$ cat src/rtl/core/cdee_pkg.sv
package cdee_pkg;

  localparam int CENTRE_W = 10;
  localparam int MID_W    = 8;
  localparam int PIXEL_W  = 8;
  localparam int POINT_W  = 12;
  localparam int SUM_W    = 14;
  localparam int COUNT_W  = 8;
  localparam int PROD_W   = 2 * COUNT_W;
  localparam int CFG_W    = 10;
  localparam int CFG_IDX_W = 1;

  localparam logic [SUM_W-1:0]   SUM_MAX   = '1;
  localparam logic [COUNT_W-1:0] COUNT_MAX = '1;
  localparam logic [MID_W-1:0]   MID_RESET = 8'd51;

  // register indexes
  localparam logic [CFG_IDX_W-1:0] REG_CENTRE = 1'd0;
  localparam logic [CFG_IDX_W-1:0] REG_MID    = 1'd1;

  typedef struct packed {
    logic busy;
    logic done;
  } mul_stat_t;

endpackage

$ cat src/rtl/core/cdee_if.sv
interface cdee_pix_if;
  import cdee_pkg::*;
  logic               valid;
  logic               ready;
  logic [PIXEL_W-1:0] pixel;
  logic               column_end;

  modport source (output valid, output pixel, output column_end, input ready);
  modport sink   (input valid, input pixel, input column_end, output ready);
endinterface

interface cdee_pt_if;
  import cdee_pkg::*;
  logic                      valid;
  logic                      ready;
  logic signed [POINT_W-1:0] point;

  modport source (output valid, output point, input ready);
  modport sink   (input valid, input point, output ready);
endinterface

$ cat src/rtl/core/cdee_mul.sv
// Shift-add multiplier: one multiplier bit per cycle, MSB first.
module cdee_mul (
  input  logic                           clk,
  input  logic                           rst_n,
  input  logic                           start,
  input  logic [cdee_pkg::COUNT_W-1:0]   mcand,
  input  logic [cdee_pkg::MID_W-1:0]     mplier,
  output logic [cdee_pkg::PROD_W-1:0]    product,
  output cdee_pkg::mul_stat_t            stat
);
  import cdee_pkg::*;

  localparam int BIT_W = $clog2(MID_W);

  logic [PROD_W-1:0] acc_r, acc_nxt;
  logic [BIT_W-1:0]  bit_r, bit_nxt;
  logic              busy_r, busy_nxt;
  logic [PROD_W-1:0] addend;

  always_comb begin
    addend   = mplier[bit_r] ? {{(PROD_W-COUNT_W){1'b0}}, mcand} : '0;
    acc_nxt  = acc_r;
    bit_nxt  = bit_r;
    busy_nxt = busy_r;
    if (start) begin
      acc_nxt  = '0;
      bit_nxt  = BIT_W'(MID_W - 1);
      busy_nxt = 1'b1;
    end else if (busy_r) begin
      acc_nxt = {acc_r[PROD_W-2:0], 1'b0} + addend;
      bit_nxt = bit_r - 1'b1;
      if (bit_r == '0) begin
        busy_nxt = 1'b0;
      end
    end
  end

  always_ff @(posedge clk) begin
    if (!rst_n) begin
      busy_r <= 1'b0;
    end else begin
      busy_r <= busy_nxt;
    end
    acc_r <= acc_nxt;
    bit_r <= bit_nxt;
  end

  assign product   = acc_r;
  assign stat.busy = busy_r;
  assign stat.done = busy_r && (bit_r == '0);

endmodule

$ cat src/rtl/core/column_doppler_edge_extract.sv
// Channel   Dir  Word                  Notes
// in_ch     in   pixel, column_end     one pixel per word, top row first
// out_ch    out  point (signed 12)     one word per finished column
// cfg_*     in   index, data           centre_bin (0), mid_row (1)
//
// Pixels go in at one per cycle while the block accumulates. A column-end word
// closes the input: the block accepts it, runs the shift-add multiply of mid_row by
// the marked count (mean >= mid_row is tested as sum >= mid_row * count), then finishes.
// An empty column skips the multiply. The finish step waits while
// the previous point is still held in the output register.
// Synchronous active-low reset clears the accumulators and sets mid_row to 51.
module column_doppler_edge_extract #(
  parameter int ROWS = 128
) (
  input  logic                            clk,
  input  logic                            rst_n,
  cdee_pix_if.sink                        in_ch,
  cdee_pt_if.source                       out_ch,
  input  logic                            cfg_we,
  input  logic [cdee_pkg::CFG_IDX_W-1:0]  cfg_idx,
  input  logic [cdee_pkg::CFG_W-1:0]      cfg_wdata
);
  import cdee_pkg::*;

  localparam int CNT_W = $clog2(ROWS);
  localparam int ROW_W = $clog2(ROWS + 1);
  localparam logic [CNT_W-1:0] LAST_ROW = CNT_W'(ROWS - 1);

  localparam logic [1:0] ST_ACC = 2'd0;
  localparam logic [1:0] ST_MUL = 2'd1;
  localparam logic [1:0] ST_FIN = 2'd2;

  logic [1:0]          state_r, state_nxt;
  logic [CENTRE_W-1:0] centre_r;
  logic [MID_W-1:0]    mid_r;
  logic [CNT_W-1:0]    row_cnt_r, row_cnt_nxt;
  logic [SUM_W-1:0]    sum_r, sum_nxt;
  logic [COUNT_W-1:0]  count_r, count_nxt;
  logic [ROW_W-1:0]    high_r, high_nxt;
  logic [ROW_W-1:0]    low_r, low_nxt;
  logic                out_valid_r, out_valid_nxt;
  logic [POINT_W-1:0]  point_r, point_nxt;

  logic                in_acc;
  logic                marked;
  logic [ROW_W-1:0]    row1;
  logic [SUM_W:0]      sum_ext;
  logic                mul_start;
  logic [PROD_W-1:0]   product;
  mul_stat_t           mul_stat;
  logic                mean_ge;
  logic [ROW_W-1:0]    edge_row;
  logic [POINT_W-1:0]  point_calc;
  logic                load_out;

  cdee_mul u_mul (
    .clk     (clk),
    .rst_n   (rst_n),
    .start   (mul_start),
    .mcand   (count_r),
    .mplier  (mid_r),
    .product (product),
    .stat    (mul_stat)
  );

  assign in_ch.ready  = (state_r == ST_ACC);
  assign in_acc       = in_ch.valid && in_ch.ready;
  assign marked       = (in_ch.pixel != '0);
  assign row1         = ROW_W'(row_cnt_r) + ROW_W'(1);
  assign sum_ext      = {1'b0, sum_r} + (SUM_W + 1)'(row1);

  assign mean_ge    = ({{(PROD_W-SUM_W){1'b0}}, sum_r} >= product);
  assign edge_row   = mean_ge ? high_r : low_r;
  assign point_calc = (count_r == '0) ? POINT_W'(centre_r)
                    : POINT_W'(edge_row) + POINT_W'(centre_r) - POINT_W'(mid_r);
  assign load_out   = (state_r == ST_FIN) && (!out_valid_r || out_ch.ready);

  always_comb begin
    state_nxt     = state_r;
    row_cnt_nxt   = row_cnt_r;
    sum_nxt       = sum_r;
    count_nxt     = count_r;
    high_nxt      = high_r;
    low_nxt       = low_r;
    out_valid_nxt = out_valid_r;
    point_nxt     = point_r;
    mul_start     = 1'b0;

    if (out_valid_r && out_ch.ready) begin
      out_valid_nxt = 1'b0;
    end

    unique case (state_r)
      ST_ACC: begin
        if (in_acc) begin
          if (marked) begin
            sum_nxt   = sum_ext[SUM_W] ? SUM_MAX : sum_ext[SUM_W-1:0];
            count_nxt = (count_r == COUNT_MAX) ? count_r : count_r + 1'b1;
            if (row1 > high_r) begin
              high_nxt = row1;
            end
            if (count_r == '0 || row1 < low_r) begin
              low_nxt = row1;
            end
          end
          if (in_ch.column_end) begin
            // empty column needs no mean test
            if (count_nxt == '0) begin
              state_nxt = ST_FIN;
            end else begin
              state_nxt = ST_MUL;
              mul_start = 1'b1;
            end
          end else if (row_cnt_r < LAST_ROW) begin
            row_cnt_nxt = row_cnt_r + 1'b1;
          end
        end
      end
      ST_MUL: begin
        if (mul_stat.done) begin
          state_nxt = ST_FIN;
        end
      end
      ST_FIN: begin
        if (load_out) begin
          out_valid_nxt = 1'b1;
          point_nxt     = point_calc;
          row_cnt_nxt   = '0;
          sum_nxt       = '0;
          count_nxt     = '0;
          high_nxt      = '0;
          low_nxt       = '1;
          state_nxt     = ST_ACC;
        end
      end
      default: state_nxt = ST_ACC;
    endcase
  end

  always_ff @(posedge clk) begin
    if (!rst_n) begin
      state_r     <= ST_ACC;
      row_cnt_r   <= '0;
      sum_r       <= '0;
      count_r     <= '0;
      high_r      <= '0;
      low_r       <= '1;
      out_valid_r <= 1'b0;
      centre_r    <= '0;
      mid_r       <= MID_RESET;
    end else begin
      state_r     <= state_nxt;
      row_cnt_r   <= row_cnt_nxt;
      sum_r       <= sum_nxt;
      count_r     <= count_nxt;
      high_r      <= high_nxt;
      low_r       <= low_nxt;
      out_valid_r <= out_valid_nxt;
      if (cfg_we) begin
        unique case (cfg_idx)
          REG_CENTRE: centre_r <= cfg_wdata[CENTRE_W-1:0];
          REG_MID:    mid_r    <= cfg_wdata[MID_W-1:0];
          default: ;
        endcase
      end
    end
    point_r <= point_nxt;
  end

  assign out_ch.valid = out_valid_r;
  assign out_ch.point = point_r;

endmodule

$ cat src/flat_wrapper.sv
// flat-port wrapper written by rule: the top's interface ports become plain ports
module column_doppler_edge_extract_flat import cdee_pkg::*;
#(
  parameter int ROWS = 128
)
  (clk, rst_n, cfg_we, cfg_idx, cfg_wdata, in_ch_valid, in_ch_pixel, in_ch_column_end, in_ch_ready, out_ch_valid, out_ch_point, out_ch_ready);
  cdee_pix_if in_ch_i ();
  cdee_pt_if out_ch_i ();
  input  logic clk;
  input  logic rst_n;
  input  logic cfg_we;
  input  logic [cdee_pkg::CFG_IDX_W-1:0] cfg_idx;
  input  logic [cdee_pkg::CFG_W-1:0] cfg_wdata;
  input wire logic [$bits(in_ch_i.valid)-1:0] in_ch_valid;
  input wire logic [$bits(in_ch_i.pixel)-1:0] in_ch_pixel;
  input wire logic [$bits(in_ch_i.column_end)-1:0] in_ch_column_end;
  output wire logic [$bits(in_ch_i.ready)-1:0] in_ch_ready;
  output wire logic [$bits(out_ch_i.valid)-1:0] out_ch_valid;
  output wire logic [$bits(out_ch_i.point)-1:0] out_ch_point;
  input wire logic [$bits(out_ch_i.ready)-1:0] out_ch_ready;
  assign in_ch_i.valid = in_ch_valid;
  assign in_ch_i.pixel = in_ch_pixel;
  assign in_ch_i.column_end = in_ch_column_end;
  assign in_ch_ready = in_ch_i.ready;
  assign out_ch_valid = out_ch_i.valid;
  assign out_ch_point = out_ch_i.point;
  assign out_ch_i.ready = out_ch_ready;
  column_doppler_edge_extract #(.ROWS(ROWS)) u_core (.clk(clk), .rst_n(rst_n), .in_ch(in_ch_i), .out_ch(out_ch_i), .cfg_we(cfg_we), .cfg_idx(cfg_idx), .cfg_wdata(cfg_wdata));
endmodule
$ cat config.mk
export PLATFORM = sky130hd
export DESIGN_NAME = column_doppler_edge_extract_flat
export DESIGN_NICKNAME = d
export VERILOG_FILES = /design/src/rtl/core/cdee_pkg.sv /design/src/rtl/core/cdee_if.sv /design/src/rtl/core/cdee_mul.sv /design/src/rtl/core/column_doppler_edge_extract.sv /design/src/flat_wrapper.sv
export SDC_FILE = /design/constraint.sdc
export NUM_CORES = 1
export LEC_CHECK = 0
export BUFFER_PORTS_ARGS = -buffer_cell sky130_fd_sc_hd__buf_2
export CORE_MARGIN = 2
export CORE_UTILIZATION = 30
export DETAILED_ROUTE_END_ITERATION = 6
export HOLD_SLACK_MARGIN = 0.12
export PLACE_DENSITY = 0.47
export RECOVER_POWER = 100
export SYNTH_ARGS = -nofsm -noshare
export SYNTH_HDL_FRONTEND = slang
export SYNTH_SLANG_ARGS = --single-unit
$ cat constraint.sdc
create_clock -name clk -period 5.7 [get_ports clk]
set_input_delay 1.14 -clock clk [delete_from_list [all_inputs] [get_ports clk]]
set_output_delay 1.14 -clock clk [all_outputs]
set_load 0.02 [all_outputs]
After elaboration in Yosys (flattened, before gate mapping)

Index checks and enable logic that the tools add are counted.

Output and inout port bits: 14
Bits of input ports: 25
Flip-flop bits (word level): 98

Eq/ne operators: 12
Add/sub/neg operators: 8
Bitwise gates (word level): 1
Magnitude comparators: 5
Multiplexer cells: 47
Reduce and logical (&&, ||, !) cells: 22

Operators by type and width:

| cell                                         | count |
|---|---|
| 2-to-1 mux 8 bit                             | 15 |
| 2-to-1 mux 14 bit                            | 4 |
| case mux 8 bit (2 select lines)              | 3 |
| 2-to-1 mux 7 bit                             | 4 |
| case mux 14 bit (2 select lines)             | 1 |
| adder 16 x 8 -> 16 bit                       | 1 |
| >= comparator 14 x 16 -> 1 bit               | 1 |
| zero test 8 bit                              | 2 |
| adder 14 x 8 -> 15 bit                       | 1 |
| AND reduction 5 bit                          | 3 |
| inequality test 2 bit, second input constant | 7 |
| case mux 7 bit (2 select lines)              | 1 |
| subtractor 11 x 8 -> 12 bit                  | 1 |
| adder 8 x 10 -> 11 bit                       | 1 |
| 2-to-1 mux 1 bit                             | 11 |
| 2-to-1 mux 10 bit                            | 1 |
| 2-to-1 mux 2 bit                             | 5 |
| adder 7 x 1 -> 8 bit, second input constant  | 1 |
| adder 8 x 1 -> 8 bit, second input constant  | 1 |
| equality test 8 bit, second input constant   | 1 |
| > comparator 8 bit                           | 1 |
| less-than comparator 8 bit                   | 1 |
| AND reduction 4 bit                          | 2 |
| nonzero test 8 bit                           | 1 |
| other kinds (18)                             | 25 |

Longest topological paths before layout

Word-level depth: 11
Depth in mapped cells: 16
Mapped depth without buffers: 16

Modules after synthesis

Synthesis repeated with hierarchy kept, for this count alone.

Cells, all modules: 807
Area, all modules: 6666.4 um^2

By module, submodules not included:

| module                      | instances | seq. area each (um^2) | area an instance (um^2) | cells an instance |
|---|---|---|---|---|
| column_doppler_edge_extract | 1         | 1681.6                | 5372.7                  | 659 |
| cdee_mul                    | 1         | 400.4                 | 1293.7                  | 148 |

Worst setup path before layout

OpenSTA, ideal clock, no wires.

Kind: reg2reg
Start: reg u_core.sum_r[0]
End: reg u_core.point_r[8], in the netlist u_core.out_ch.point[8] (data pin)
Buffers on the path: 0
Data required time: 5.431 ns
Cell stages (with the launch flop): 17
Setup slack: 1.491 ns
Period minus slack after synthesis: 4.209 ns
Arrival: 3.940 ns
Cells stage by stage: dfxtp_1 inv_1 ha_1 nand2b_1 a211oi_1 o31ai_1 a2111oi_0 o22ai_2 mux2i_1 fa_1 fa_1 a211o_1 a211oi_1 o21bai_1 a21oi_1 xor2_1 mux2i_1

Word-level cells in the longest chain between the ends: 5

Ends and longest elaborated chain:

| item                           | RTL line                           | text |
|---|---|---|
| start, declared                | column_doppler_edge_extract.sv:37  | `logic [SUM_W-1:0] sum_r, sum_nxt;` |
| start signal, assigned         | column_doppler_edge_extract.sv:154 | `sum_r <= sum_nxt;` |
| >= comparator 14 x 16 -> 1 bit | column_doppler_edge_extract.sv:72  | `assign mean_ge = ({{(PROD_W-SUM_W){1'b0}}, sum_r} >= product);` |
| 2-to-1 mux 8 bit               | column_doppler_edge_extract.sv:73  | `assign edge_row = mean_ge ? high_r : low_r;` |
| adder 8 x 10 -> 11 bit         | column_doppler_edge_extract.sv:75  | `: POINT_W'(edge_row) + POINT_W'(centre_r) - POINT_W'(mid_r);` |
| subtractor 11 x 8 -> 12 bit    | column_doppler_edge_extract.sv:75  |  |
| 2-to-1 mux 10 bit              | column_doppler_edge_extract.sv:74  | `assign point_calc = (count_r == '0) ? POINT_W'(centre_r)` |
| named net u_core.point_calc[8] | column_doppler_edge_extract.sv:53  | `logic [POINT_W-1:0] point_calc;` |
| end signal, assigned           | column_doppler_edge_extract.sv:167 | `point_r <= point_nxt;` |
| end, declared                  | column_doppler_edge_extract.sv:42  | `logic [POINT_W-1:0] point_r, point_nxt;` |

The timed path passes the listed nets, and every way through them passes these cells.
A chain may end at the register's enable or synchronous reset.

Worst setup path after layout

Ends and elaborated chain as after synthesis.

==> impl_metrics.py <==
metrics = {
    "floorplanning": {
        "fp.dieH_um": 152,
        "rows": 54,
        "pin_count": 39,
        "die_x_um": 152,
        "initial_utilization_pct": 30.4,
        "coreArea_um2": 21700,
        "die_area_um2": 23200,
    },
    "route": {
        "antenna_left": 0,
        "routed.top_layer": "met4",
        "drt-wirelength-per-cell_um": 15.2,
        "drt_pass1_iterations": 5,
        "vias_per_cell": 4.96,
        "vias": 5394,
        "met1_length_um": 8520,
        "first_iter_violations": 261,
        "wl_met3_um": 504,
        "met2_length_um": 7350,
        "totalWireLength_um": 16500,
        "drc": 0,
    },
    "job": {
        "max_cap_viol_count": 2,
    },
    "yosys": {
        "syn-instance-count": 776,
        "muxShareOfSynthArea_pct": 4.54,
        "postSynthAreaPerCell_um2": 8.49,
        "synth_fp_nets": 873,
        "synthAdderAreaFrac_pct": 14.8,
        "synth-seq-cells": 98,
        "synth_edf_count": 12,
        "ys.flop_type": "dfxtp_1",
        "synth_xor_area_share_pct": 4.25,
        "yosys_warnings": 0,
        "seq_area_frac_synth_pct": 31.6,
        "syn-cell-area_um2": 6590,
        "synth_compound_area_share_pct": 21.2,
        "synthArstFlopShare_pct": 0,
        "synth_top_family_by_area": "compound AO/OA/AOI/OAI gates",
        "yosys.cell_types.count": 79,
        "synthSimpleGateAreaFrac_pct": 18.1,
    },
    "worst_hold_path": {
        "hold_depth": 1,
        "hold_start": "u_core.high_r[3]$_SDFFE_PN0P_",
        "hp-class": "reg -> reg",
    },
    "layout": {
        "multi_input_area_um2": 4070,
        "nets": 899,
        "fillers": 2298,
        "seq_area_um2": 2080,
        "final_area_um2": 7250,
        "drive_gt1_share_pct": 6.69,
        "area_growth_pct": 10.0,
        "diodes": 0,
    },
    "placement": {
        "io_buffer_count": 38,
        "dpl.hpwl_um": 12500,
        "place_area_um2": 7050,
        "place_congestion": 0.797,
        "post-place-ws_ps": 973,
    },
    "sta": {
        "tns_ps": 0,
        "finalSetupViolations": 0,
        "fmax_mhz": 207,
        "maxSlewViolCount": 10,
        "final.setup.worst_slack_ps": 863,
        "final.min_clock_period_ps": 4840,
        "hold_viol_final": 0,
        "slew_headroom_pct": -8.30,
        "rsz0062_at_grt": "no",
        "worst_slew_pin_slew_ps": 1610,
        "whs_ps": 465,
        "skew_ps": 10.4,
        "min_period_over_period_pct": 84.9,
    },
    "clock_tree": {
        "clock_path_buffers": 2,
        "clk_pin_slew_ps": 70,
        "cts_sinks": 98,
        "clock_latency_ps": 360,
        "htreeDepth": 3,
        "cts_root_buf": "clkbuf_16",
        "ctsHoldBuffers": 0,
        "post-cts-setup-buffer-count": 0,
        "cts_tree": "done",
        "cts_resized": 0,
        "numCtsBuffers": 9,
    },
    "power_and_ir_drop": {
        "power_density_nw_per_um2": 291,
        "p_leak_uw": 0.00303,
        "peakVddDrop_v": 0.000136,
        "power_uw": 2110,
    },
    "outcome": {
        "violations": "capacitance limit, slew limit",
        "outcome": "complete, but fails checks",
    },
    "grt": {
        "gr-total-overflow": 0,
        "grt_pass1_vias": 5403,
        "grt_pass1_wl_um": 27800,
        "antenna_found_initial": 0,
        "grt_max_degree": 29,
        "grt_use_total_pct": 14.7,
    },
    "critical_path": {
        "critPathMaxFanout": 8,
        "arrival_ps": 4940,
        "crit_chain": "inv_1 -> ha_1 -> nand2b_1 -> a211oi_1 -> o31ai_1 -> a2111oi_0 -> o22ai_1 -> mux2i_1 -> fa_1 -> fa_1 -> a211o_1 -> a211oi_1 -> o21bai_1 -> a21oi_1 -> xor2_1 -> mux2i_1",
        "ff2ff_path_depth": 16,
        "end_kind": "register",
        "cp_data_required_time_ps": 5800,
        "timing_worst_setup_path_type": "reg -> reg",
        "critPathLaunchType": "register",
        "cp-startpoint": "u_core.sum_r[0]$_SDFFE_PN0P_",
        "cpMaxStageDelayCell": "o22ai_1",
        "reg2reg_from": "u_core.sum_r[0]$_SDFFE_PN0P_",
        "max_stage_delay_ps": 850,
        "r2r_slack_ps": 860,
    },
}
-- cells in the mapped netlist (all sizes together), types with 7 or more instances --
master,n,area (um2)
nand2,99,372
dfxtp,86,1720
a21oi,62,310
ha,62,776
inv,60,225
nor2,58,218
o21ai,46,234
a211oi,23,218
clkbuf,22,82.6
mux2i,22,220
xnor2,22,193
nor3,19,100
nand3,16,80.1
o21a,13,97.6
edfxtp,12,360
fa,10,200
nand2b,10,62.6
xor2,10,87.6
nor2b,9,56.3
a21o,8,60.1
and3,8,60.1
buf,7,50.0
o2bb2ai,7,61.3
-- placed cells by master, fill, tap and decap left out, types with 9 or more instances in the layout --
master,count
xor2_1,10
clkbuf_16,9
a211oi_1,21
o21a_1,13
inv_1,58
nand3_1,16
clkbuf_1,20
nand2_1,99
dfxtp_1,86
fa_1,10
nand2b_1,10
xnor2_1,22
edfxtp_1,12
o21ai_0,33
nor3_1,19
a21oi_1,62
buf_2,23
ha_1,62
o21ai_1,13
mux2i_1,22
nor2_1,58
nor2b_1,9
-- metrics by stage --
| stage | cells | util, % |
|---|---|---|
| 2_1_floorplan | 776 | - |
| 3_3_place_gp | 1071 | 32.5 |
| 3_5_place_dp | 1071 | 32.5 |
| 4_1_cts | 1087 | 34.0 |
| 5_1_grt | 1087 | 33.4 |
| 6_report | 1087 | 33.4 |
-- per-layer routing --
layer	global-route usage (%)	vias up
met5	0	-
met4	3.65	0
met3	2.62	11
met2	23.3	77
met1	20.9	2507
li1	-	2799
-- state kept, by name (all words and copies together) (netlist names), 3 cells and up --
name / count
u_core.centre_r: 10
u_core.count_r: 8
u_core.high_r: 8
u_core.low_r: 8
u_core.mid_r: 8
u_core.out_ch.point: 12
u_core.row_cnt_r: 7
u_core.sum_r: 14
u_core.u_mul.bit_r: 3
u_core.u_mul.product: 16
-- final timing paths --
check / to
setup / recovery: u_core.out_ch.point[8]$_DFFE_PP_
hold reg to reg: u_core.high_r[3]$_SDFFE_PN0P_
setup reg to reg: u_core.out_ch.point[8]$_DFFE_PP_
hold / removal: u_core.high_r[3]$_SDFFE_PN0P_
-- cell families after synthesis --
family | Yosys count
buffers and inverters | 90
multiplexers | 27
XOR/XNOR | 32
AO/OA/AOI/OAI | 205
AND/OR/NAND/NOR | 252
adder cells (fa/ha/maj) | 72
flip-flops | 98
-- worst max-delay path, delay by kind of cell (launching register included) --
family | cells | cell delay, ps
AOI/OAI and AO/OA | 8 | 2170
adders and majority gates | 3 | 1270
muxes | 2 | 480
DFF | 1 | 340
xor gates and xnor gates | 1 | 160
and+or+nand+nor | 1 | 100
buffers and inverters | 1 | 60
-- layout make-up --
cell class,count,share of cell area (%)
Sequential cell,98,28.7
Inverter,61,3.16
Clock buffer,10,3.16
Clock inverter,6,1.24
Timing Repair Buffer,44,2.78
Multi-Input combinational cell,588,56.1
Tap cell,280,4.83
-- power breakdown --
part	internal (uW)	leakage [uW]	switching (uW)
sequential	767	0.000814	51.5
combinational	263	0.00206	357
clock	387	0.000155	284
No activity file was read; power rests on OpenSTA's default activity.
